[src/rtl/wtsac_pkg.sv]
// shared types and constants for the write-through set-associative cache
// no dependencies; imported by every module of the block
package wtsac_pkg;

   localparam int ADDR_W = 16;
   localparam int WORD_W = 16;

   // default sizes, handed down from the top level
   localparam int DEF_MEM_WORDS      = 32768;
   localparam int DEF_TOTAL_LINES    = 16;
   localparam int DEF_WORDS_PER_LINE = 4;

   typedef enum logic [1:0] {
      OP_READ  = 2'd0,
      OP_WRITE = 2'd1,
      OP_INVAL = 2'd2,
      OP_CLEAR = 2'd3
   } op_type;

   // cache_mode codes, anything else means bypass
   localparam logic [1:0] MODE_BYPASS  = 2'd0;
   localparam logic [1:0] MODE_DIRECT  = 2'd1;
   localparam logic [1:0] MODE_TWO_WAY = 2'd2;

   typedef enum logic [3:0] {
      ST_CLEAR,
      ST_IDLE,
      ST_DECODE,
      ST_LOOKUP,
      ST_DATA_RD,
      ST_MEM_RD,
      ST_FILL,
      ST_FILL_END,
      ST_RESP
   } state_type;

   typedef struct packed {
      logic two_way;
      logic alloc;
      logic touch;
      logic inval;
   } tag_cmd_type;

   typedef struct packed {
      logic hit;
      logic hit_way;
   } tag_stat_type;

endpackage

[src/rtl/wtsac_ram.sv]
// simple dual-port synchronous ram, one write and one registered read port
// depends on wtsac_pkg
module wtsac_ram import wtsac_pkg::*; #(
   parameter int DEPTH     = DEF_TOTAL_LINES,
   parameter int WIDTH     = WORD_W,
   parameter int ADDR_BITS = (DEPTH > 1) ? $clog2(DEPTH) : 1
) (
   input  logic                 clock,
   input  logic                 we,
   input  logic [ADDR_BITS-1:0] wr_addr,
   input  logic [WIDTH-1:0]     wr_data,
   input  logic [ADDR_BITS-1:0] rd_addr,
   output logic [WIDTH-1:0]     rd_data
);

   logic [WIDTH-1:0] storage [DEPTH];
   logic [WIDTH-1:0] rd_data_ff;

   always_ff @(posedge clock) begin
      if (we) begin
         storage[wr_addr] <= wr_data;
      end
      rd_data_ff <= storage[rd_addr];
   end

   assign rd_data = rd_data_ff;

endmodule

[config.mk]
export PLATFORM = sky130hd
export DESIGN_NAME = wtsac_ram
export DESIGN_NICKNAME = d
export VERILOG_FILES = /design/src/rtl/wtsac_pkg.sv /design/src/rtl/wtsac_ram.sv
export SDC_FILE = /design/constraint.sdc
export NUM_CORES = 1
export LEC_CHECK = 0
export BUFFER_PORTS_ARGS = -buffer_cell sky130_fd_sc_hd__buf_2
export CAP_MARGIN = 20
export CELL_PAD_IN_SITES_DETAIL_PLACEMENT = 1
export CELL_PAD_IN_SITES_GLOBAL_PLACEMENT = 2
export CORE_ASPECT_RATIO = 0.6
export CORE_UTILIZATION = 35
export DETAILED_ROUTE_END_ITERATION = 8
export GPL_TIMING_DRIVEN = 1
export HOLD_SLACK_MARGIN = 0.03
export PLACE_DENSITY = 0.62
export REMOVE_ABC_BUFFERS = 1
export SYNTH_ARGS = -nofsm -noshare
export SYNTH_HDL_FRONTEND = slang
export SYNTH_SLANG_ARGS = --single-unit
[constraint.sdc]
create_clock -name clock -period 6.5 [get_ports clock]
set_input_delay 1.625 -clock clock [delete_from_list [all_inputs] [get_ports clock]]
set_output_delay 1.625 -clock clock [all_outputs]
set_load 0.02 [all_outputs]
==> metrics.log <==
[metrics] area of the mapped netlist: 10000 um2
[metrics] Clock Path Buffers: 3
[metrics] Port-buffer cells: 41
[metrics] Congestion Overflow GR: 0
[metrics] final setup fails: 0
[metrics] hold path depth: 3
[metrics] cells on worst reg2reg path: 3
[metrics] fin worst setup slack: 3.14 ns
[metrics] die extent in x: 221 um
[metrics] part of the Yosys area used for sequential elements: 79.7%
[metrics] core area: 27900 um2
[metrics] Power Density: approximately 310 nW/um2
[metrics] number of enable flip-flop cells after synthesis: 256
[metrics] worst slew pin tran: approximately 1 ns
[metrics] reg-to-reg critical path endpoint: rd_data[15]$_DFF_P_
[metrics] Skew-Pair Late Insertion Delay: 0.54 ns
[metrics] Required @ worst endpoint: 6.92 ns
[metrics] flip-flop and latch count after synthesis: 272
[metrics] cts bufs inserted: 25
[metrics] area taken by flip-flops and latches: 8010 um2
[metrics] post-place setup slack: 2.49 ns
[metrics] via count of the first global-routing pass: 5094
[metrics] status: finished with violations
[metrics] Async SR Flop Fraction: 0%
[metrics] RSZ-0062 raised after global routing: no
[metrics] Critical Path Start Type: primary input
[metrics] number of nets in the layout: 528
[metrics] share of the clock period used by the worst path: 51.7%
[metrics] initial antenna violation count: 0
[metrics] maximum fanout encountered on the critical timing path: 47
[metrics] total cell area at the placement stage: ~11000 um2
[metrics] CTS Hold Bufs: 0
[metrics] crit path launch: rd_addr[0]
[metrics] Clock Sink Count: 272
[metrics] launch point of the worst reg-to-reg path: storage[2][15]$_DFFE_PP_
[metrics] Resized Gates After CTS: 0
[metrics] number of I/O pins: 42
[metrics] final number of hold-violating endpoints: 0
[metrics] smallest hold slack: 0.676 ns
[metrics] final-layout fill cell count: between 2000 and 3000
[metrics] fmax: 297 MHz
[metrics] pin count of the biggest net entering global routing: 48
[metrics] Tot GR Track Use: 17.0%
[metrics] global-route wire length before repair: 35.2 mm
[metrics] clock tree from TritonCTS: yes
[metrics] leakage component of the power: ~3.8 nW
[metrics] Avg Vias per Cell: between 5 and 6
[metrics] HPWL after DPL: 13.6 mm
[metrics] final RePlAce weighted congestion: ~0.70
[metrics] biggest area contributors in the synthesized netlist: sky130_fd_sc_hd__edfxtp_1 77%, sky130_fd_sc_hd__mux4_2 12%, sky130_fd_sc_hd__dfxtp_1 3.2%, sky130_fd_sc_hd__mux4_1 2.6%, sky130_fd_sc_hd__a22oi_1 2.4%
[metrics] detailed-route via count: roughly 4700
[metrics] total negative setup slack: 0 ns
[metrics] cell taking the most area after synthesis: sky130_fd_sc_hd__edfxtp_1
[metrics] flop-to-flop setup slack: 5.13 ns
[metrics] Post-Syn Instances: 432
[metrics] die area: 29400 um2
[metrics] mean instance size in the synthesized netlist: 23.2 um2
[metrics] arrival time at the worst endpoint: approximately 3.8 ns
[metrics] total area of multi-input combinational cells: 1970 um2
[metrics] sink of the worst hold path: rd_data[2]$_DFF_P_
[metrics] Reg clk slew, reported paths: 0.07 ns
[metrics] commonest register cell after synthesis: sky130_fd_sc_hd__edfxtp_1
[metrics] Std-Cell Rows: 47
[metrics] number of placed cells counting well taps: 840
[metrics] failing checks: DRC
[metrics] H-tree depth: 1
[metrics] Layout Cell Area excl Fill: 11700 um2
[metrics] share of cells above drive strength 1: 33.4%
[metrics] critical path start-end classification: primary input to flip-flop
[metrics] Final Power: 3.68 mW
[metrics] final critical-path required period: 3.36 ns
[metrics] Initial Util: a little over a third
[metrics] Synthesis Warnings: 0
[metrics] beginning of the worst hold path: storage[14][2]$_DFFE_PP_
[metrics] worst supply voltage drop on vdd: 150 uV
[metrics] post-CTS setup repair buffer count: 0
[metrics] die height: 133 um
[metrics] WL/cell: 27.1 um
[metrics] Post-DRT Antenna Nets: 0
[metrics] Layout Cells excl Fill: ~890
[metrics] Max Transition Viols Final: 0
[metrics] Max-Cap Viols: 0
[metrics] Layout Skew: 0.0166 ns
[metrics] area fraction of the dominant cell type after synthesis: 76.5%
[metrics] clock tree root driver cell: sky130_fd_sc_hd__clkbuf_16
[metrics] Worst setup EP type: flip-flop
[metrics] Initial DRC Count: 335
[metrics] count of cell types in the netlist: 19
[metrics] residual DRC count: 2
[metrics] routed wire length: 24.1 mm
[metrics] worst min path class: flip-flop to flip-flop
[metrics] Layout Utilization: between 40% and 50%
[metrics] number of antenna repair diodes: 0
[metrics] layout-stage area growth over the synthesis result: 16.3%
[metrics] normalized max-slew margin: 33.8%
[metrics] Initial DRT Pass Iterations: 6
## power breakdown
group | leakage [nW] | internal [mW] | switching, mW
Clock | 0.411 | 0.869 | 0.650
Combinational | 0.922 | 0.0738 | 0.118
Sequential | 2.45 | 1.96 | 0.0114
Total | 3.78 | 2.90 | 0.779
## critical path, cell delays in order
cell and delay [ns]:
sky130_fd_sc_hd__buf_4 0.73, sky130_fd_sc_hd__buf_4 0.49, sky130_fd_sc_hd__mux4_1 0.60, sky130_fd_sc_hd__a22oi_1 0.19
sky130_fd_sc_hd__nand2_1 0.08
## per-layer routing
layer,track usage (%),vias to the layer above,part of all wire (%)
met5,0,-,0
met3,2.76,31,4.9
met2,26.5,139,46
li1,-,1981,-
met1,25.2,2595,47
met4,3.50,0,2.0
## worst max-delay path by stage
stage	depth (start not counted)	end
2_1_floorplan	2	storage[0][0]$_DFFE_PP_
3_3_place_gp	5	rd_data[7]$_DFF_P_
3_5_place_dp	5	rd_data[9]$_DFF_P_
4_1_cts	5	rd_data[9]$_DFF_P_
5_1_grt	5	rd_data[9]$_DFF_P_
6_report	5	rd_data[7]$_DFF_P_
## cells in the mapped netlist (3+ instances only)
cell type and number:
sky130_fd_sc_hd__a22oi_1 32, sky130_fd_sc_hd__buf_1 3, sky130_fd_sc_hd__buf_2 3, sky130_fd_sc_hd__buf_4 3, sky130_fd_sc_hd__buf_6 4, sky130_fd_sc_hd__clkbuf_1 8, sky130_fd_sc_hd__dfxtp_1 16, sky130_fd_sc_hd__edfxtp_1 256
sky130_fd_sc_hd__mux4_1 10, sky130_fd_sc_hd__mux4_2 54, sky130_fd_sc_hd__nand2_1 17, sky130_fd_sc_hd__nor2_1 13, sky130_fd_sc_hd__nor3_1 4
## cell type report
class	instances	area share, %
clock buffers	27	5.42
clock inverters	19	1.76
multi-input cells	139	16.8
flip-flops and latches	272	68.5
well taps	367	3.93
repair buffers	64	3.53
## layout by cell type (no fill, tap or decap)
cell type / instances
sky130_fd_sc_hd__clkbuf_16: 25
sky130_fd_sc_hd__a22oi_1: 32
sky130_fd_sc_hd__nor2_1: 1
sky130_fd_sc_hd__buf_16: 1
sky130_fd_sc_hd__dfxtp_1: 16
sky130_fd_sc_hd__or3b_2: 1
sky130_fd_sc_hd__clkinv_4: 3
sky130_fd_sc_hd__nor2b_2: 2
sky130_fd_sc_hd__and2_1: 1
sky130_fd_sc_hd__clkinv_2: 3
sky130_fd_sc_hd__nor2_2: 12
sky130_fd_sc_hd__buf_2: 40
sky130_fd_sc_hd__edfxtp_1: 256
sky130_fd_sc_hd__clkinv_1: 7
sky130_fd_sc_hd__nand3b_1: 2
sky130_fd_sc_hd__buf_12: 1
sky130_fd_sc_hd__nor3_2: 4
sky130_fd_sc_hd__bufinv_16: 4
sky130_fd_sc_hd__clkbuf_1: 2
sky130_fd_sc_hd__mux4_2: 54
sky130_fd_sc_hd__nand2_1: 17
sky130_fd_sc_hd__nand3_1: 1
sky130_fd_sc_hd__buf_4: 22
sky130_fd_sc_hd__nand2b_1: 2
sky130_fd_sc_hd__mux4_1: 10
sky130_fd_sc_hd__inv_6: 2
## registers in the layout (all words and copies together), names as in the netlist
name and cells:
storage 256, rd_data 16
## cell families (layout without fill, tap and decap cells)
group	count (synthesis)	after routing	synth area share, %
buffers and inverters	21	110	1.23
DFF	272	272	79.7
muxes	64	64	14.7
and+or+nand+nor	43	43	1.92
AOI/OAI and AO/OA	32	32	2.39
No activity file was read; power rests on OpenSTA's default activity.
