===== src/rtl/wtsac_pkg.sv =====
// shared types and constants for the write-through set-associative cache
// no dependencies; imported by every module of the block
package wtsac_pkg;

   localparam int ADDR_W = 16;
   localparam int WORD_W = 16;

   // default sizes, handed down from the top level
   localparam int DEF_MEM_WORDS      = 32768;
   localparam int DEF_TOTAL_LINES    = 16;
   localparam int DEF_WORDS_PER_LINE = 4;

   typedef enum logic [1:0] {
      OP_READ  = 2'd0,
      OP_WRITE = 2'd1,
      OP_INVAL = 2'd2,
      OP_CLEAR = 2'd3
   } op_type;

   // cache_mode codes, anything else means bypass
   localparam logic [1:0] MODE_BYPASS  = 2'd0;
   localparam logic [1:0] MODE_DIRECT  = 2'd1;
   localparam logic [1:0] MODE_TWO_WAY = 2'd2;

   typedef enum logic [3:0] {
      ST_CLEAR,
      ST_IDLE,
      ST_DECODE,
      ST_LOOKUP,
      ST_DATA_RD,
      ST_MEM_RD,
      ST_FILL,
      ST_FILL_END,
      ST_RESP
   } state_type;

   typedef struct packed {
      logic two_way;
      logic alloc;
      logic touch;
      logic inval;
   } tag_cmd_type;

   typedef struct packed {
      logic hit;
      logic hit_way;
   } tag_stat_type;

endpackage


===== src/rtl/wtsac_ram.sv =====
// simple dual-port synchronous ram, one write and one registered read port
// depends on wtsac_pkg
module wtsac_ram import wtsac_pkg::*; #(
   parameter int DEPTH     = DEF_TOTAL_LINES,
   parameter int WIDTH     = WORD_W,
   parameter int ADDR_BITS = (DEPTH > 1) ? $clog2(DEPTH) : 1
) (
   input  logic                 clock,
   input  logic                 we,
   input  logic [ADDR_BITS-1:0] wr_addr,
   input  logic [WIDTH-1:0]     wr_data,
   input  logic [ADDR_BITS-1:0] rd_addr,
   output logic [WIDTH-1:0]     rd_data
);

   logic [WIDTH-1:0] storage [DEPTH];
   logic [WIDTH-1:0] rd_data_ff;

   always_ff @(posedge clock) begin
      if (we) begin
         storage[wr_addr] <= wr_data;
      end
      rd_data_ff <= storage[rd_addr];
   end

   assign rd_data = rd_data_ff;

endmodule


===== src/rtl/wtsac_tag_store.sv =====
// tag banks, valid bits and lru bits with the hit and victim logic
// depends on wtsac_pkg and wtsac_ram
module wtsac_tag_store import wtsac_pkg::*; #(
   parameter int TOTAL_LINES    = DEF_TOTAL_LINES,
   parameter int WORDS_PER_LINE = DEF_WORDS_PER_LINE
) (
   input  logic                           clock,
   input  logic                           reset,
   input  logic [ADDR_W-1:0]              addr,
   input  tag_cmd_type                    cmd,
   output tag_stat_type                   stat,
   output logic [$clog2(TOTAL_LINES)-1:0] line
);

   localparam int OFF_W = $clog2(WORDS_PER_LINE);
   localparam int LINE_W = $clog2(TOTAL_LINES);
   localparam int ROWS = TOTAL_LINES / 2;
   localparam int ROW_W = (LINE_W > 1) ? LINE_W - 1 : 1;
   localparam int TAG_W = ADDR_W - OFF_W - LINE_W + 1;
   localparam logic [ROW_W-1:0] ROW_MASK = ROW_W'(ROWS - 1);

   logic [ADDR_W-1:0]      blk;
   logic [ROW_W-1:0]       row;
   logic [TAG_W-1:0]       tag;
   logic                   dir_way;
   logic [LINE_W-1:0]      line0;
   logic [LINE_W-1:0]      line1;
   logic [TAG_W-1:0]       tag0_rd;
   logic [TAG_W-1:0]       tag1_rd;
   logic                   hit0;
   logic                   hit1;
   logic                   victim;
   logic                   sel_way;
   logic [TOTAL_LINES-1:0] valid_ff;
   logic [TOTAL_LINES-1:0] valid_in;
   logic [TOTAL_LINES-1:0] lru_ff;
   logic [TOTAL_LINES-1:0] lru_in;

   // address split: two-way uses half as many sets with one more tag bit
   always_comb begin
      blk = addr >> OFF_W;
      dir_way = blk[0];
      if (cmd.two_way) begin
         row = blk[ROW_W-1:0] & ROW_MASK;
         tag = TAG_W'(blk >> (LINE_W - 1));
      end else begin
         row = blk[ROW_W:1] & ROW_MASK;
         tag = TAG_W'(blk >> LINE_W);
      end
      line0 = LINE_W'({row, 1'b0});
      line1 = LINE_W'({row, 1'b1});
   end

   wtsac_ram #(.DEPTH(ROWS), .WIDTH(TAG_W)) u_tag_bank0 (
      .clock   (clock),
      .we      (cmd.alloc && !victim),
      .wr_addr (row),
      .wr_data (tag),
      .rd_addr (row),
      .rd_data (tag0_rd)
   );

   wtsac_ram #(.DEPTH(ROWS), .WIDTH(TAG_W)) u_tag_bank1 (
      .clock   (clock),
      .we      (cmd.alloc && victim),
      .wr_addr (row),
      .wr_data (tag),
      .rd_addr (row),
      .rd_data (tag1_rd)
   );

   // direct mapped looks at one way only
   always_comb begin
      hit0 = valid_ff[line0] && (tag0_rd == tag) && (cmd.two_way || !dir_way);
      hit1 = valid_ff[line1] && (tag1_rd == tag) && (cmd.two_way || dir_way);
      stat.hit = hit0 || hit1;
      stat.hit_way = !hit0;
      victim = cmd.two_way ? !lru_ff[line0] : dir_way;
      sel_way = stat.hit ? stat.hit_way : victim;
      line = sel_way ? line1 : line0;
   end

   always_comb begin
      valid_in = valid_ff;
      lru_in = lru_ff;
      if (cmd.inval) begin
         valid_in = '0;
      end else if (cmd.alloc) begin
         valid_in[line] = 1'b1;
      end
      if (cmd.touch && cmd.two_way) begin
         lru_in[line0] = sel_way;
         lru_in[line1] = !sel_way;
      end
   end

   always_ff @(posedge clock) begin
      if (reset) begin
         valid_ff <= '0;
         lru_ff <= '0;
      end else begin
         valid_ff <= valid_in;
         lru_ff <= lru_in;
      end
   end

endmodule


===== config.mk =====
export PLATFORM = sky130hd
export DESIGN_NAME = wtsac_tag_store
export DESIGN_NICKNAME = d
export VERILOG_FILES = /design/src/rtl/wtsac_pkg.sv /design/src/rtl/wtsac_ram.sv /design/src/rtl/wtsac_tag_store.sv
export SDC_FILE = /design/constraint.sdc
export NUM_CORES = 1
export LEC_CHECK = 0
export BUFFER_PORTS_ARGS = -buffer_cell sky130_fd_sc_hd__buf_4
export CORE_MARGIN = 5
export CORE_UTILIZATION = 55
export CTS_BUF_LIST = sky130_fd_sc_hd__clkbuf_4 sky130_fd_sc_hd__clkbuf_8
export DETAILED_ROUTE_END_ITERATION = 12
export PLACE_DENSITY = 0.72
export SETUP_SLACK_MARGIN = 0.02
export SYNTH_ARGS = -nofsm -noshare
export SYNTH_HDL_FRONTEND = slang
export SYNTH_SLANG_ARGS = --single-unit
export TNS_END_PERCENT = 5

===== constraint.sdc =====
create_clock -name clock -period 2.93 [get_ports clock]
set_input_delay 0.1465 -clock clock [delete_from_list [all_inputs] [get_ports clock]]
set_output_delay 0.1465 -clock clock [all_outputs]
set_load 0.01 [all_outputs]

==> reports/qor.csv <==
metric,value,unit
clock_path_buffers,3,
netlist_instances,616,
synthTopCellsByArea,"edfxtp_1 (59%), dfxtp_1 (10%), a22oi_1 (3.5%)",
cts_hold_buffers,1,
wirelength,20.8,mm
fill_cells,1170,
finalCriticalPeriod,2.74,ns
rr_worst_depth,5,
whs_path_depth,4,
io_pins,28,
hold_end,lru_ff[4],
num_vias,5655,
end_kind,primary output,
grt_setup_unrepaired,false,
gp_congestion,0.918,
power.density,690,nW/um^2
gr-usage-all-layers,0.229,
mostFrequentLayoutCells,"edfxtp_1 (176), buf_4 (55), dfxtp_1 (46)",
clock_sinks,222,
run_status,finished clean,
syn_avg_cell_area,14.4,um^2
synth_edf_count,176,
die_y,137,um
maxSlewViolCount,0,
post_cts_buffers,0,
die_w,137,um
holdCritStartpoint,reset,
ir_worst_vdd,0.336,mV
cts_tree,done,
ctsHtreeMaxLevel,2,
cts_buffers,35,
drt-initial-drc-count,728,
grt_max_degree,34,
start_util,0.559,
cts_resized,0,
clock_latency,0.53,ns
relSlewSlack,0.639,
seqCellArea,6210,um^2
synth-seq-cells,222,
drt-pass1-iter-count,5,
tns,0,ns
critPathKind,reg -> out,
grt_antenna_before_repair,0,
io_buffers,25,
synth_cell_types,64,
p_leak,3.46,nW
setup_viol,0,
core_area,15900,um^2
final_common_cell,edfxtp_1,
fmax,0.365,GHz
grt_pass1_wl,32.1,mm
hold_path.class,in -> reg,
min_period_over_period,0.935,
yosysTopAreaCell,edfxtp_1,
ys_warn_count,0,
worstPathRequired,2.78,ns
hold_viol,0,
die-area,18800,um^2
async_flop_share,0,
total_power,7.04,mW
synth_top_area_share,0.595,
wl_per_cell,22.7,um
path_clk_slew,0.07,ns
syn-num-nets,638,
drive_gt1_frac,0.215,
hpwlAfterDp,12.9,mm
cap_violations,0,
clock_tree.root_cell,clkbuf_8,
tightest_slew,0.529,ns
clock_skew,0.0241,ns
ys_seq_area_frac,0.698,
reg2reg_slack,0.83,ns
drtAntennaViolNets,0,
multi_input_area,2450,um^2
setup.worst_path.start_class,register,
area_growth,14.9,%
rows,46,
vias_per_cell,6.19,
gr-total-overflow,0,
final_util,0.642,
grt_pass1_vias,5558,
nets,693,
drc_errors,0,
syn-cell-area,8880,um^2
crit-reg2reg-capture,lru_ff[6],
path_max_fanout,9,
whs,0.0271,ns
r2r_start,u_tag_bank0.rd_data[6],
synth_ff_type,edfxtp_1,
cp.arrival,2.59,ns
antenna_cells,0,
-- layout make-up --
cell class / count / share of cell area
well taps: 216 / 0.0265
repair buffers: 57 / 0.0434
inverters: 9 / 0.00331
multi-input cells: 346 / 0.240
clock inverters: 16 / 0.0192
flip-flops and latches: 222 / 0.608
clock buffers: 48 / 0.0592
-- power by group --
group / internal [mW] / switching [mW] / total (mW)
combinational: 0.201 / 0.348 / 0.549
sequential: 3.52 / 0.0584 / 3.58
clock: 1.71 / 1.20 / 2.91
total: 5.43 / 1.60 / 7.04
-- metal layers --
layer | track usage | vias to the layer above | part of all wire
met5 | 0 | - | 0
met4 | 0.0660 | 0 | 0.019
met3 | 0.0518 | 42 | 0.092
met2 | 0.359 | 276 | 0.47
met1 | 0.323 | 2797 | 0.42
li1 | - | 2540 | -
-- cell usage after synthesis, types with 2 or more instances --
library cell / number
a22o_1: 22
buf_6: 3
nand2_1: 37
clkbuf_1: 26
a22oi_1: 42
a221oi_1: 14
or3b_1: 2
a21o_1: 3
o21ai_0: 24
xnor2_1: 17
buf_1: 2
nand4_1: 7
or3b_2: 3
o22ai_1: 5
nand3_1: 26
a2111oi_0: 2
buf_8: 2
nand3b_1: 4
nand2b_1: 2
or2_2: 2
a211oi_1: 3
buf_2: 4
inv_1: 8
and3_1: 3
nor3b_1: 2
nor2b_1: 7
edfxtp_1: 176
or4_4: 2
mux2_2: 9
xor2_1: 13
nor3_1: 3
o21ai_1: 2
nor2_1: 26
nor4_1: 2
o31ai_1: 5
dfxtp_1: 46
a222oi_1: 10
o31ai_2: 3
a21oi_1: 8
mux2i_1: 15
-- worst max-delay path by stage --
stage / endpoint / slack, ns / startpoint
2_1_floorplan: u_tag_bank1.storage[5][0] / 0.26 / addr[3]
3_3_place_gp: stat[1] / 0.44 / cmd[3]
3_5_place_dp: line[0] / 0.40 / cmd[3]
4_1_cts: line[0] / 0.15 / u_tag_bank0.rd_data[6]
5_1_grt: line[0] / 0.04 / u_tag_bank0.rd_data[6]
6_report: line[0] / 0.19 / u_tag_bank0.rd_data[6]
-- critical path, cell delays in order (launching register included) --
cell and delay, ns:
dfxtp_1 0.35, xor2_1 0.15, o41ai_1 0.38, or3b_2 0.62, nor2_4 0.33, nor2_1 0.07
buf_4 0.15
-- flip-flops by register name (all words and copies together) (netlist names) --
name and cells:
u_tag_bank0.storage 88, u_tag_bank1.storage 88, valid_ff 16, u_tag_bank0.rd_data 11, u_tag_bank1.rd_data 11, lru_ff 8
-- per-stage QoR --
stage | worst slack [ns] | cells | instance area (um^2)
2_1_floorplan | 0.261 | 616 | 8880
3_3_place_gp | 0.444 | 849 | 9390
3_5_place_dp | 0.399 | 849 | 9390
4_1_cts | 0.153 | 914 | 10200
5_1_grt | 0.0414 | 914 | 10200
6_report | 0.190 | 914 | 10200
-- cells by family after synthesis --
kind of cell	Yosys count	synth area share
xor+xnor	30	0.0296
flops	222	0.698
compound gates	156	0.134
buf+inv	48	0.0282
mux	26	0.0315
simple gates	134	0.0780
(Power assumes the default switching activity.)
