`src/rtl/wtsac_pkg.sv`:
```
// shared types and constants for the write-through set-associative cache
// no dependencies; imported by every module of the block
package wtsac_pkg;

   localparam int ADDR_W = 16;
   localparam int WORD_W = 16;

   // default sizes, handed down from the top level
   localparam int DEF_MEM_WORDS      = 32768;
   localparam int DEF_TOTAL_LINES    = 16;
   localparam int DEF_WORDS_PER_LINE = 4;

   typedef enum logic [1:0] {
      OP_READ  = 2'd0,
      OP_WRITE = 2'd1,
      OP_INVAL = 2'd2,
      OP_CLEAR = 2'd3
   } op_type;

   // cache_mode codes, anything else means bypass
   localparam logic [1:0] MODE_BYPASS  = 2'd0;
   localparam logic [1:0] MODE_DIRECT  = 2'd1;
   localparam logic [1:0] MODE_TWO_WAY = 2'd2;

   typedef enum logic [3:0] {
      ST_CLEAR,
      ST_IDLE,
      ST_DECODE,
      ST_LOOKUP,
      ST_DATA_RD,
      ST_MEM_RD,
      ST_FILL,
      ST_FILL_END,
      ST_RESP
   } state_type;

   typedef struct packed {
      logic two_way;
      logic alloc;
      logic touch;
      logic inval;
   } tag_cmd_type;

   typedef struct packed {
      logic hit;
      logic hit_way;
   } tag_stat_type;

endpackage

```
`src/rtl/wtsac_ctrl.sv`:
```
// sequencer: request decode, lookup, line fill, memory clear and response register
// depends on wtsac_pkg; drives the tag store and both rams
module wtsac_ctrl import wtsac_pkg::*; #(
   parameter int MEM_WORDS      = DEF_MEM_WORDS,
   parameter int TOTAL_LINES    = DEF_TOTAL_LINES,
   parameter int WORDS_PER_LINE = DEF_WORDS_PER_LINE
) (
   input  logic                                          clock,
   input  logic                                          reset,
   input  logic                                          req_tvalid,
   output logic                                          req_tready,
   input  logic [2*WORD_W-1:0]                           req_tdata,
   input  logic [1:0]                                    req_tuser,
   output logic                                          rsp_tvalid,
   input  logic                                          rsp_tready,
   output logic [WORD_W-1:0]                             rsp_tdata,
   output logic [1:0]                                    rsp_tuser,
   input  logic [1:0]                                    cache_mode,
   output logic [ADDR_W-1:0]                             req_addr,
   output tag_cmd_type                                   tag_cmd,
   input  tag_stat_type                                  tag_stat,
   input  logic [$clog2(TOTAL_LINES)-1:0]                cur_line,
   output logic [$clog2(MEM_WORDS)-1:0]                  bk_rd_addr,
   input  logic [WORD_W-1:0]                             bk_rd_data,
   output logic                                          bk_we,
   output logic [$clog2(MEM_WORDS)-1:0]                  bk_wr_addr,
   output logic [WORD_W-1:0]                             bk_wr_data,
   output logic [$clog2(TOTAL_LINES*WORDS_PER_LINE)-1:0] dt_rd_addr,
   input  logic [WORD_W-1:0]                             dt_rd_data,
   output logic                                          dt_we,
   output logic [$clog2(TOTAL_LINES*WORDS_PER_LINE)-1:0] dt_wr_addr,
   output logic [WORD_W-1:0]                             dt_wr_data
);

   localparam int MEM_AW = $clog2(MEM_WORDS);
   localparam int LINE_W = $clog2(TOTAL_LINES);
   localparam int DATA_AW = $clog2(TOTAL_LINES * WORDS_PER_LINE);
   localparam int OFF_W = $clog2(WORDS_PER_LINE);
   localparam int OFF_IW = (OFF_W > 0) ? OFF_W : 1;
   localparam logic [OFF_IW-1:0] OFF_MASK = OFF_IW'(WORDS_PER_LINE - 1);
   localparam logic [OFF_IW-1:0] FILL_LAST = OFF_IW'(WORDS_PER_LINE - 1);
   localparam logic [ADDR_W-1:0] START_MASK = ~ADDR_W'(WORDS_PER_LINE - 1);
   localparam logic [ADDR_W:0] MEM_LIMIT = (ADDR_W + 1)'(MEM_WORDS);
   localparam logic [MEM_AW-1:0] CLR_LAST = MEM_AW'(MEM_WORDS - 1);

   state_type state_ff, state_in;
   op_type op_ff, op_in;
   logic [ADDR_W-1:0] addr_ff, addr_in;
   logic [WORD_W-1:0] wdata_ff, wdata_in;
   logic [WORD_W-1:0] res_data_ff, res_data_in;
   logic res_hit_ff, res_hit_in;
   logic res_err_ff, res_err_in;
   logic [LINE_W-1:0] line_ff, line_in;
   logic [OFF_IW-1:0] fill_idx_ff, fill_idx_in;
   logic pipe_vld_ff, pipe_vld_in;
   logic [OFF_IW-1:0] pipe_idx_ff, pipe_idx_in;
   logic pipe_zero_ff, pipe_zero_in;
   logic [MEM_AW-1:0] clr_idx_ff, clr_idx_in;
   logic clr_rsp_ff, clr_rsp_in;
   logic rsp_valid_ff, rsp_valid_in;
   logic [WORD_W-1:0] rsp_data_ff, rsp_data_in;
   logic rsp_hit_ff, rsp_hit_in;
   logic rsp_err_ff, rsp_err_in;

   logic cache_on;
   logic range_bad;
   logic rsp_free;
   logic [OFF_IW-1:0] off;
   logic [ADDR_W:0] fill_addr;
   logic [WORD_W-1:0] fill_word;
   logic is_rw;

   function automatic logic [DATA_AW-1:0] data_addr(input logic [LINE_W-1:0] ln,
                                                   input logic [OFF_IW-1:0] idx);
      data_addr = (DATA_AW'(ln) << OFF_W) | DATA_AW'(idx);
   endfunction

   always_comb begin
      cache_on = (cache_mode == MODE_DIRECT) || (cache_mode == MODE_TWO_WAY);
      is_rw = (op_ff == OP_READ) || (op_ff == OP_WRITE);
      range_bad = {1'b0, addr_ff} >= MEM_LIMIT;
      rsp_free = !rsp_valid_ff || rsp_tready;
      off = addr_ff[OFF_IW-1:0] & OFF_MASK;
      fill_addr = (ADDR_W + 1)'(addr_ff & START_MASK) + (ADDR_W + 1)'(fill_idx_ff);
      fill_word = pipe_zero_ff ? '0 : bk_rd_data;
   end

   // next state
   always_comb begin
      state_in = state_ff;
      unique case (state_ff)
         ST_CLEAR: begin
            if (clr_idx_ff == CLR_LAST) begin
               state_in = clr_rsp_ff ? ST_RESP : ST_IDLE;
            end
         end
         ST_IDLE: begin
            if (req_tvalid) begin
               state_in = ST_DECODE;
            end
         end
         ST_DECODE: begin
            unique case (op_ff)
               OP_INVAL: state_in = ST_RESP;
               OP_CLEAR: state_in = ST_CLEAR;
               OP_READ, OP_WRITE: begin
                  priority if (range_bad) state_in = ST_RESP;
                  else if (cache_on) state_in = ST_LOOKUP;
                  else if (op_ff == OP_READ) state_in = ST_MEM_RD;
                  else state_in = ST_RESP;
               end
               default: state_in = ST_RESP;
            endcase
         end
         ST_LOOKUP: begin
            priority if (op_ff == OP_WRITE) state_in = ST_RESP;
            else if (tag_stat.hit) state_in = ST_DATA_RD;
            else state_in = ST_FILL;
         end
         ST_DATA_RD: state_in = ST_RESP;
         ST_MEM_RD: state_in = ST_RESP;
         ST_FILL: begin
            if (fill_idx_ff == FILL_LAST) begin
               state_in = ST_FILL_END;
            end
         end
         ST_FILL_END: state_in = ST_RESP;
         ST_RESP: begin
            if (rsp_free) begin
               state_in = ST_IDLE;
            end
         end
         default: state_in = ST_IDLE;
      endcase
   end

   // outputs to the handshake, tag store and rams
   always_comb begin
      req_tready = (state_ff == ST_IDLE);
      req_addr = addr_ff;
      tag_cmd.two_way = (cache_mode == MODE_TWO_WAY);
      tag_cmd.inval = (state_ff == ST_DECODE) && (op_ff == OP_INVAL);
      tag_cmd.alloc = (state_ff == ST_LOOKUP) && (op_ff == OP_READ) && !tag_stat.hit;
      tag_cmd.touch = (state_ff == ST_LOOKUP) && (op_ff == OP_READ);
      bk_rd_addr = (state_ff == ST_FILL) ? fill_addr[MEM_AW-1:0] : addr_ff[MEM_AW-1:0];
      bk_we = 1'b0;
      bk_wr_addr = addr_ff[MEM_AW-1:0];
      bk_wr_data = wdata_ff;
      dt_rd_addr = data_addr(cur_line, off);
      dt_we = 1'b0;
      dt_wr_addr = data_addr(cur_line, off);
      dt_wr_data = wdata_ff;
      unique case (state_ff)
         ST_CLEAR: begin
            bk_we = 1'b1;
            bk_wr_addr = clr_idx_ff;
            bk_wr_data = '0;
         end
         ST_DECODE: begin
            bk_we = (op_ff == OP_WRITE) && !range_bad && !cache_on;
         end
         ST_LOOKUP: begin
            bk_we = (op_ff == OP_WRITE);
            dt_we = (op_ff == OP_WRITE) && tag_stat.hit;
         end
         ST_FILL, ST_FILL_END: begin
            dt_we = pipe_vld_ff;
            dt_wr_addr = data_addr(line_ff, pipe_idx_ff);
            dt_wr_data = fill_word;
         end
         default: begin
         end
      endcase
   end

   // datapath register next values
   always_comb begin
      op_in = op_ff;
      addr_in = addr_ff;
      wdata_in = wdata_ff;
      res_data_in = res_data_ff;
      res_hit_in = res_hit_ff;
      res_err_in = res_err_ff;
      line_in = line_ff;
      fill_idx_in = fill_idx_ff;
      pipe_vld_in = pipe_vld_ff;
      pipe_idx_in = pipe_idx_ff;
      pipe_zero_in = pipe_zero_ff;
      clr_idx_in = clr_idx_ff;
      clr_rsp_in = clr_rsp_ff;
      rsp_valid_in = rsp_valid_ff && !rsp_tready;
      rsp_data_in = rsp_data_ff;
      rsp_hit_in = rsp_hit_ff;
      rsp_err_in = rsp_err_ff;
      unique case (state_ff)
         ST_CLEAR: begin
            clr_idx_in = clr_idx_ff + 1'b1;
         end
         ST_IDLE: begin
            if (req_tvalid) begin
               op_in = op_type'(req_tuser);
               addr_in = req_tdata[ADDR_W-1:0];
               wdata_in = req_tdata[2*WORD_W-1:WORD_W];
               res_data_in = '0;
               res_hit_in = 1'b0;
               res_err_in = 1'b0;
               fill_idx_in = '0;
               pipe_vld_in = 1'b0;
            end
         end
         ST_DECODE: begin
            if (op_ff == OP_CLEAR) begin
               clr_idx_in = '0;
               clr_rsp_in = 1'b1;
            end
            res_err_in = is_rw && range_bad;
         end
         ST_LOOKUP: begin
            res_hit_in = tag_stat.hit;
            line_in = cur_line;
         end
         ST_DATA_RD: res_data_in = dt_rd_data;
         ST_MEM_RD: res_data_in = bk_rd_data;
         ST_FILL, ST_FILL_END: begin
            fill_idx_in = fill_idx_ff + 1'b1;
            pipe_vld_in = (state_ff == ST_FILL);
            pipe_idx_in = fill_idx_ff;
            pipe_zero_in = fill_addr >= MEM_LIMIT;
            if (pipe_vld_ff && (pipe_idx_ff == off)) begin
               res_data_in = fill_word;
            end
         end
         ST_RESP: begin
            if (rsp_free) begin
               rsp_valid_in = 1'b1;
               rsp_data_in = res_data_ff;
               rsp_hit_in = res_hit_ff;
               rsp_err_in = res_err_ff;
            end
         end
         default: begin
         end
      endcase
   end

   always_ff @(posedge clock) begin
      if (reset) begin
         state_ff <= ST_CLEAR;
         clr_idx_ff <= '0;
         clr_rsp_ff <= 1'b0;
         rsp_valid_ff <= 1'b0;
      end else begin
         state_ff <= state_in;
         clr_idx_ff <= clr_idx_in;
         clr_rsp_ff <= clr_rsp_in;
         rsp_valid_ff <= rsp_valid_in;
      end
      op_ff <= op_in;
      addr_ff <= addr_in;
      wdata_ff <= wdata_in;
      res_data_ff <= res_data_in;
      res_hit_ff <= res_hit_in;
      res_err_ff <= res_err_in;
      line_ff <= line_in;
      fill_idx_ff <= fill_idx_in;
      pipe_vld_ff <= pipe_vld_in;
      pipe_idx_ff <= pipe_idx_in;
      pipe_zero_ff <= pipe_zero_in;
      rsp_data_ff <= rsp_data_in;
      rsp_hit_ff <= rsp_hit_in;
      rsp_err_ff <= rsp_err_in;
   end

   assign rsp_tvalid = rsp_valid_ff;
   assign rsp_tdata = rsp_data_ff;
   assign rsp_tuser = {rsp_err_ff, rsp_hit_ff};

endmodule

```
`config.mk`:
```
export PLATFORM = sky130hd
export DESIGN_NAME = wtsac_ctrl
export DESIGN_NICKNAME = d
export VERILOG_FILES = /design/src/rtl/wtsac_pkg.sv /design/src/rtl/wtsac_ctrl.sv
export SDC_FILE = /design/constraint.sdc
export NUM_CORES = 1
export LEC_CHECK = 0
export ABC_AREA = 1
export BUFFER_PORTS_ARGS = -buffer_cell sky130_fd_sc_hd__buf_2
export CORE_MARGIN = 2
export CORE_UTILIZATION = 53
export CTS_CLUSTER_DIAMETER = 30
export CTS_CLUSTER_SIZE = 24
export DETAILED_ROUTE_END_ITERATION = 10
export MAX_ROUTING_LAYER = met4
export PLACE_DENSITY = 0.88
export SYNTH_ARGS = -nofsm -noshare
export SYNTH_HDL_FRONTEND = slang
export SYNTH_SLANG_ARGS = --single-unit
```
`constraint.sdc`:
```
create_clock -name clock -period 6.5 [get_ports clock]
set_clock_uncertainty 0.2 [all_clocks]
set_input_delay 0.975 -clock clock [delete_from_list [all_inputs] [get_ports clock]]
set_output_delay 0.975 -clock clock [all_outputs]
set_load 0.05 [all_outputs]
```
==> impl_metrics.json, run 1 <==
{
  "yosysTopAreaCell": "edfxtp_1",
  "gp_congestion": 0.938,
  "crit_fanout": 25,
  "synth_top_area_frac": 0.492,
  "synth_cell_types": 27,
  "post_cts_resized": 0,
  "status": "finished, final reports clean",
  "die_y_um": 100,
  "final_util": 0.645,
  "cts-root-buf": "clkbuf_8",
  "hpwl_mm": 9.22,
  "drive_gt1_frac": 0.311,
  "die_x_um": 100,
  "peakVddDrop_mv": 0.301,
  "area_growth_pct": 19.9,
  "cts.sinks": 101,
  "drv_slew": 0,
  "post_cts_buffers": 0,
  "grt_pass1_vias": 3799,
  "cts.path.max_buffers": 2,
  "synth_area_leaders": "edfxtp_1 49%, nand2_1 12%, dfxtp_1 8.6%",
  "hold_path_class": "reg2reg",
  "grt_pass1_wl_mm": 18.1,
  "start_util": 0.538,
  "yosysSeqAreaShare": 0.578,
  "max_freq_ghz": 0.263,
  "start_kind": "flip-flop",
  "whs_ps": 221,
  "rr_worst_depth": 7,
  "ctsHoldBuffers": 0,
  "async_reset_ff_frac": 0,
  "layout_commonest_cell": "buf_2",
  "holdPathStages": 0,
  "io_pins": 194,
  "powerDensity_nw_per_um2": 428,
  "drtAntennaViolNets": 0,
  "mostFrequentLayoutCells": "192 x buf_2, 154 x nand2_1, 80 x edfxtp_1",
  "tightest_slew_ps": 1170,
  "grt_usage": 0.239,
  "synth-edff-count": 80,
  "wire_per_inst_um": 14.8,
  "path_cells": "inv_2 -> nand2_1 -> inv_2 -> nand2_1 -> inv_1 -> o21ai_0 -> buf_2",
  "min_period_over_period": 0.585,
  "p_leak_uw": 0.00280,
  "worst-setup-path-type": "reg2out",
  "hold_viol_final": 0,
  "cts_buffers": 9,
  "slowest_stage": "inv_1",
  "h-tree-depth": 3,
  "routed_wl_mm": 12.2,
  "synth_ff_type": "edfxtp_1",
  "grt_overflow": 0,
  "drtPass1Iterations": 6,
  "slew_headroom": 0.216,
  "setup_viol": 0,
  "cp_data_required_time_ps": 5320,
  "fin_setup_tns_ps": 0,
  "yosysWarnings": 0,
  "path_buf_inv": 4,
  "path_clk_slew_ps": 90,
  "cp_slowest_stage_delay_ps": 480,
  "drtIter0Drc": 222,
  "drc": 0,
  "portBuffers": 192,
  "cp-end-kind": "primary output",
  "synth_seq_cells": 101,
  "routed-via-count": 4249,
  "n_antenna_cell": 0,
  "synth_area_per_cell_um2": 8.83,
  "drt-vias-per-instance": 5.15,
  "grt_max_degree": 32,
  "clk_latency_ps": 350,
  "cts_tree": "yes",
  "dieArea_um2": 9990,
  "cp.depth": 7,
  "drv_cap": 0,
  "cp_top_family": "buffers and inverters",
  "synthCells": 553,
  "rows": 35,
  "crit_arrival_ps": 2630,
  "layout.nets": 792,
  "syn-num-nets": 635,
  "fin_crit_ps": 3800,
  "syn_area_um2": 4880,
  "core-area_um2": 9060,
  "grt_setup_unrepaired": "false",
  "antenna_found_initial": 0
}
-- worst reg2reg max path: stages, from the launching register on --
cell and delay, ps:
dfxtp_1 360, inv_1 100, nor2_1 140, inv_1 80, nor2_1 200, nand2_1 190, inv_1 450, buf_4 390
-- through the flow --
step                worst slack [ps]  total power [uW]  instances  area (um2)
finish                          2700              2500        825        5850
global route                    2550              2620        825        5850
CTS                             2720              2520        825        5850
detailed placement              3110              2140        810        5660
global placement                3140              2110        810        5660
floorplan                       3210              1890        553        4880
-- area by class of cell --
type	count	area, um2
Fill cell	740	3210
Tap cell	111	139
Timing Repair Buffer	195	983
Clock inverter	6	65.1
Multi-Input combinational cell	333	1450
Inverter	70	263
Clock buffer	9	124
Sequential cell	101	2820
-- path summary, 6_finish.rpt --
| path | startpoint | to | slack (ps) |
|---|---|---|---|
| max reg2reg | state_ff[0] | wdata_ff[8] | 4070 |
| min | res_data_ff[2] | rsp_tdata[2] | 220 |
| min reg2reg | res_data_ff[2] | rsp_tdata[2] | 220 |
| max | state_ff[3] | dt_wr_data[12] | 2700 |
-- state kept, by name, indices dropped and copies added, names as in the netlist, 2 cells and up --
register and flops:
fill_idx_ff 2, wdata_ff 16, res_data_ff 16, req_addr 16
clr_idx_ff 15, rsp_tdata 16, state_ff 4, pipe_idx_ff 2
line_ff 4, op_ff 2
-- power by group --
group          leakage (uW)  switching (uW)  internal [uW]
combinational       0.00180            1020            237
sequential         0.000906            46.6            815
clock             0.0000950             207            176
total               0.00280            1280           1230
-- layer usage --
layer  wire length, um  track usage
met1              4750        0.280
met2              6280        0.420
met3               959       0.0348
met4               214       0.0885
met5                 0            -
-- cell families (layout without fill, tap and decap cells) --
kind of cell,Yosys count,count (layout),synth area share
AOI/OAI and AO/OA,51,51,0.0549
xor gates and xnor gates,1,1,0.00179
adders and majority gates,4,4,0.0103
buffers and inverters,119,280,0.124
DFF,101,101,0.578
and+or+nand+nor,277,277,0.231
-- cells in the mapped netlist (all sizes together), types with 3 or more instances --
library cell	count
a21oi	13
buf	46
clkbuf	3
dfxtp	21
edfxtp	80
ha	4
inv	70
nand2	159
nand3	32
nor2	74
nor3	9
o21ai	33
Power figures use the tool's default switching activity.
==> inputs of run 2 (changes only) <==
--- a/config.mk
+++ b/config.mk
@@ -8,12 +8,12 @@
 export ABC_AREA = 1
 export BUFFER_PORTS_ARGS = -buffer_cell sky130_fd_sc_hd__buf_2
 export CORE_MARGIN = 2
-export CORE_UTILIZATION = 53
+export CORE_UTILIZATION = 44
 export CTS_CLUSTER_DIAMETER = 30
 export CTS_CLUSTER_SIZE = 24
 export DETAILED_ROUTE_END_ITERATION = 10
 export MAX_ROUTING_LAYER = met4
-export PLACE_DENSITY = 0.88
+export PLACE_DENSITY = 0.78
 export SYNTH_ARGS = -nofsm -noshare
 export SYNTH_HDL_FRONTEND = slang
 export SYNTH_SLANG_ARGS = --single-unit
==> constraint.sdc (replaced) <==
create_clock -name clock -period 3.2 [get_ports clock]
set_clock_uncertainty 0.2 [all_clocks]
set_input_delay 0.48 -clock clock [delete_from_list [all_inputs] [get_ports clock]]
set_output_delay 0.48 -clock clock [all_outputs]
set_load 0.05 [all_outputs]
==> impl_metrics.json, run 2 (synthesis results as in run 1) <==
{
  "status": "finished, final reports clean",
  "pwr-share-seq": 0.347,
  "die_x_um": 109,
  "die_y_um": 109,
  "mostFrequentLayoutCells": "192 x buf_2, 154 x nand2_1, 80 x edfxtp_1",
  "grt_max_degree": 35,
  "p_leak_uw": 0.00281,
  "internal_power_uw": 2430,
  "rows": 38,
  "dp.cells": 843,
  "power_frac_comb": 0.514,
  "post_cts_resized": 0,
  "post_cts_buffers": 0,
  "min_period_over_period": 0.907,
  "grt_setup_unrepaired": "false",
  "cts.path.max_buffers": 2,
  "worst-setup-path-type": "reg2out",
  "core-area_um2": 10800,
  "max_freq_ghz": 0.344,
  "fin_setup_tns_ps": 0,
  "cts.sinks": 101,
  "crit_fanout": 25,
  "powerDensity_nw_per_um2": 855,
  "fin_crit_ps": 2900,
  "grt_pass1_wl_mm": 19.3,
  "final_cells": 859,
  "io_pins": 194,
  "n_antenna_cell": 0,
  "h-tree-depth": 3,
  "slowest_stage": "inv_1",
  "cp_top_family": "buffers and inverters",
  "drtPass1Iterations": 5,
  "grt_pass1_vias": 3861,
  "routed_wl_mm": 12.6,
  "gp_congestion": 1.01,
  "drv_slew": 0,
  "drv_cap": 0,
  "area_growth_pct": 20.8,
  "path_clk_slew_ps": 100,
  "hold_viol_final": 0,
  "drtAntennaViolNets": 0,
  "hpwl_mm": 9.69,
  "whs_ps": 89.8,
  "switchingPower_uw": 2610,
  "drt-vias-per-instance": 4.96,
  "cp_slowest_stage_delay_ps": 580,
  "dieArea_um2": 12000,
  "wire_per_inst_um": 14.6,
  "start_kind": "flip-flop",
  "drc": 0,
  "cts_tree": "yes",
  "grt_overflow": 0,
  "tightest_slew_ps": 782,
  "sw_frac_of_total": 0.518,
  "grt_usage": 0.217,
  "crit_top_cell": "nand2_1",
  "setup_viol": 0,
  "slew_headroom": 0.478,
  "drive_gt1_frac": 0.314,
  "cp_data_required_time_ps": 2520,
  "peakVddDrop_mv": 0.654,
  "crit_arrival_ps": 2220,
  "cp-end-kind": "primary output",
  "routed-via-count": 4259,
  "cts_buffers": 9,
  "pwr-share-clk": 0.140,
  "antenna_found_initial": 0,
  "hold_path_class": "in2reg",
  "ctsHoldBuffers": 0,
  "cts-root-buf": "clkbuf_8",
  "clk_latency_ps": 360,
  "drtIter0Drc": 247,
  "layout_commonest_cell": "buf_2",
  "path_cells": "nand2_1 -> inv_2 -> nand2_1 -> inv_1 -> nand2_1 -> o21ai_0 -> buf_2",
  "portBuffers": 192,
  "start_util": 0.450,
  "layout.nets": 796,
  "path_buf_inv": 3
}
## run 2: cell types whose count changed in the layout (fill, tap and decap cells not counted), sizes merged
cell,change
bufinv,-1
buf,+4
clkinv,+1
clkinvlp,+1
## run 2: path summary, 6_finish.rpt
path / from / to / slack (ps) / depth (start not counted)
max: state_ff[2] / dt_we / 300 / 7
min: req_tdata[14] / req_addr[14] / 90 / 1
max reg2reg: state_ff[0] / wdata_ff[10] / 1040 / 7
min reg2reg: res_data_ff[9] / rsp_tdata[9] / 220 / 0
## run 2: area by class of cell
type	instances	area, um2
Fill cell	1033	4950
Sequential cell	101	2820
Timing Repair Buffer	199	1010
Tap cell	140	175
Inverter	70	263
Multi-Input combinational cell	333	1450
Clock inverter	7	42.5
Clock buffer	9	124
## run 2: through the flow
step                      total power (uW)  setup slack, ps  instance area (um2)   util
after global placement                4330              785                 5730  0.528
after floorplan                       3840              157                 4880      -
after global routing                  5300             67.0                 5890  0.544
after detailed placement              4370              683                 5730  0.528
after CTS                             5070              278                 5890  0.544
final                                 5040              297                 5890  0.544
## run 2: worst register-to-register path: cells and delay by family, from the launching register on
family	cells	cell delay (ps)
buf+inv	4	690
simple gates	3	540
flops	1	370
## run 2: power groups by stage
stage	Combinational [uW]	Sequential [uW]	Clock, uW
floorplan	1950	1890	0
global placement	2560	1770	0
detailed placement	2590	1780	0
CTS	2600	1750	726
global route	2760	1770	776
finish	2590	1750	704
## run 2: per-layer routing
metal | track usage | vias up | share of wire
met5 | - | - | 0
met4 | 0.0389 | 0 | 0.0079
met3 | 0.0356 | 11 | 0.076
met2 | 0.377 | 204 | 0.52
met1 | 0.271 | 1985 | 0.40
li1 | - | 2059 | -
==> inputs of run 3 (changes only) <==
--- a/config.mk
+++ b/config.mk
@@ -14,6 +14,7 @@
 export DETAILED_ROUTE_END_ITERATION = 10
 export MAX_ROUTING_LAYER = met4
 export PLACE_DENSITY = 0.78
+export SETUP_SLACK_MARGIN = 0.05
 export SYNTH_ARGS = -nofsm -noshare
 export SYNTH_HDL_FRONTEND = slang
 export SYNTH_SLANG_ARGS = --single-unit
==> constraint.sdc (replaced) <==
create_clock -name clock -period 3.2 [get_ports clock]
set_clock_uncertainty 0.2 [all_clocks]
set_input_delay 0.32 -clock clock [delete_from_list [all_inputs] [get_ports clock]]
set_output_delay 0.32 -clock clock [all_outputs]
set_load 0.05 [all_outputs]
==> impl_metrics.json, run 3 (synthesis results as in run 1) <==
{
  "status": "finished, final reports clean",
  "multi_input_area_um2": 1460,
  "nFillCells": 937,
  "routed_wl_mm": 12.9,
  "fin_area_um2": 6320,
  "crit_fanout": 31,
  "cts_buffers": 9,
  "powerDensity_nw_per_um2": 820,
  "setup_viol": 0,
  "reg2reg_to": "state_ff[1]",
  "n_antenna_cell": 0,
  "dpl_cell_area_um2": 5710,
  "rr_worst_depth": 9,
  "clk_latency_ps": 370,
  "r2r_start": "state_ff[1]",
  "rrSetupSlack_ps": 960,
  "drc": 0,
  "fin_setup_tns_ps": 0,
  "start_kind": "flip-flop",
  "die_x_um": 109,
  "wire_per_inst_um": 14.4,
  "grt_setup_unrepaired": "false",
  "max_freq_ghz": 0.354,
  "antenna_found_initial": 0,
  "grt_overflow": 0,
  "drtPass1Iterations": 5,
  "layout_commonest_cell": "buf_2",
  "portBuffers": 192,
  "peakVddDrop_mv": 0.478,
  "cts.sinks": 101,
  "drtIter0Drc": 217,
  "area_growth_pct": 29.5,
  "drv_slew": 0,
  "cts-root-buf": "clkbuf_8",
  "cp_data_required_time_ps": 2680,
  "grt_max_degree": 35,
  "grt_pass1_vias": 4039,
  "hold_path_class": "in2reg",
  "hpwl_mm": 9.52,
  "gp_congestion": 1.03,
  "layout.nets": 834,
  "cp-end-kind": "primary output",
  "hold_viol_final": 0,
  "fin_crit_ps": 2820,
  "min_period_over_period": 0.882,
  "path_clk_slew_ps": 100,
  "holdPathEnd": "res_data_ff[7]",
  "min_from": "dt_rd_data[7]",
  "cts_tree": "yes",
  "tightest_slew_ps": 521,
  "grt_usage": 0.228,
  "h-tree-depth": 3,
  "drtAntennaViolNets": 0,
  "grt_pass1_wl_mm": 19.9,
  "finalPower_uw": 5180,
  "start_util": 0.450,
  "p_leak_uw": 0.00297,
  "drv_cap": 0,
  "core-area_um2": 10800,
  "crit_arrival_ps": 2300,
  "drt-vias-per-instance": 4.90,
  "routed-via-count": 4393,
  "dieArea_um2": 12000,
  "die_y_um": 109,
  "rows": 38,
  "slew_headroom": 0.652,
  "mostFrequentLayoutCells": "192 x buf_2, 153 x nand2_1, 80 x edfxtp_1",
  "io_pins": 194,
  "cts.path.max_buffers": 2,
  "drive_gt1_frac": 0.300,
  "holdPathStages": 3,
  "register_area_um2": 2820,
  "worst-setup-path-type": "reg2out"
}
==> run 3: through the flow <==
step	worst slack, ps	hold WS (ps)	cells	util
2_1_floorplan	157	189	553	-
3_3_place_gp	615	201	841	0.527
3_5_place_dp	532	205	841	0.527
4_1_cts	74.0	5.31	896	0.581
5_1_grt	147	20.6	897	0.583
6_report	378	35.2	897	0.583
==> run 3: worst max-delay path: stages, from the launching register on <==
cell     delay [ps]
dfxtp_1         370
nor2_1          360
nand2_2          90
buf_4           250
inv_2           390
nand2_1         100
nand2_1         100
buf_2           260
==> run 3: final cells by class <==
cell class,instances,area share
Sequential cell,101,0.447
Clock inverter,7,0.0115
Multi-Input combinational cell,333,0.231
Tap cell,140,0.0277
Inverter,70,0.0422
Clock buffer,9,0.0196
Timing Repair inverter,1,0.00119
Timing Repair Buffer,236,0.220
==> run 3: worst max path at each step <==
| stage | from | to | slack, ps |
|---|---|---|---|
| after floorplan | state_ff[0] | res_data_ff[0] | 160 |
| after global placement | state_ff[3] | dt_wr_data[11] | 610 |
| after detailed placement | state_ff[3] | dt_wr_data[12] | 530 |
| after CTS | state_ff[3] | dt_wr_data[12] | 70 |
| after global routing | state_ff[1] | bk_wr_addr[1] | 150 |
| final | state_ff[1] | bk_wr_addr[1] | 380 |
==> run 3: report_power, final <==
part	leakage, uW	switching [uW]	internal [uW]
clock	0.0000976	443	364
sequential	0.000906	92.8	1660
combinational	0.00197	2100	526
total	0.00297	2640	2550
==> run 3: metal layers <==
| layer | share of wire | routed length, um | track usage |
|---|---|---|---|
| met2 | 0.51 | 6540 | 0.398 |
| met4 | 0.017 | 219 | 0.0660 |
| met3 | 0.066 | 851 | 0.0445 |
| met1 | 0.41 | 5310 | 0.269 |
| met5 | 0 | 0 | - |
==> run 3: timing repair <==
item                       CTS  global route
setup endpoints to repair    0            22
hold endpoints to repair    42             0
hold buffers                39             0
resized for setup            0             4
setup buffers                0             0
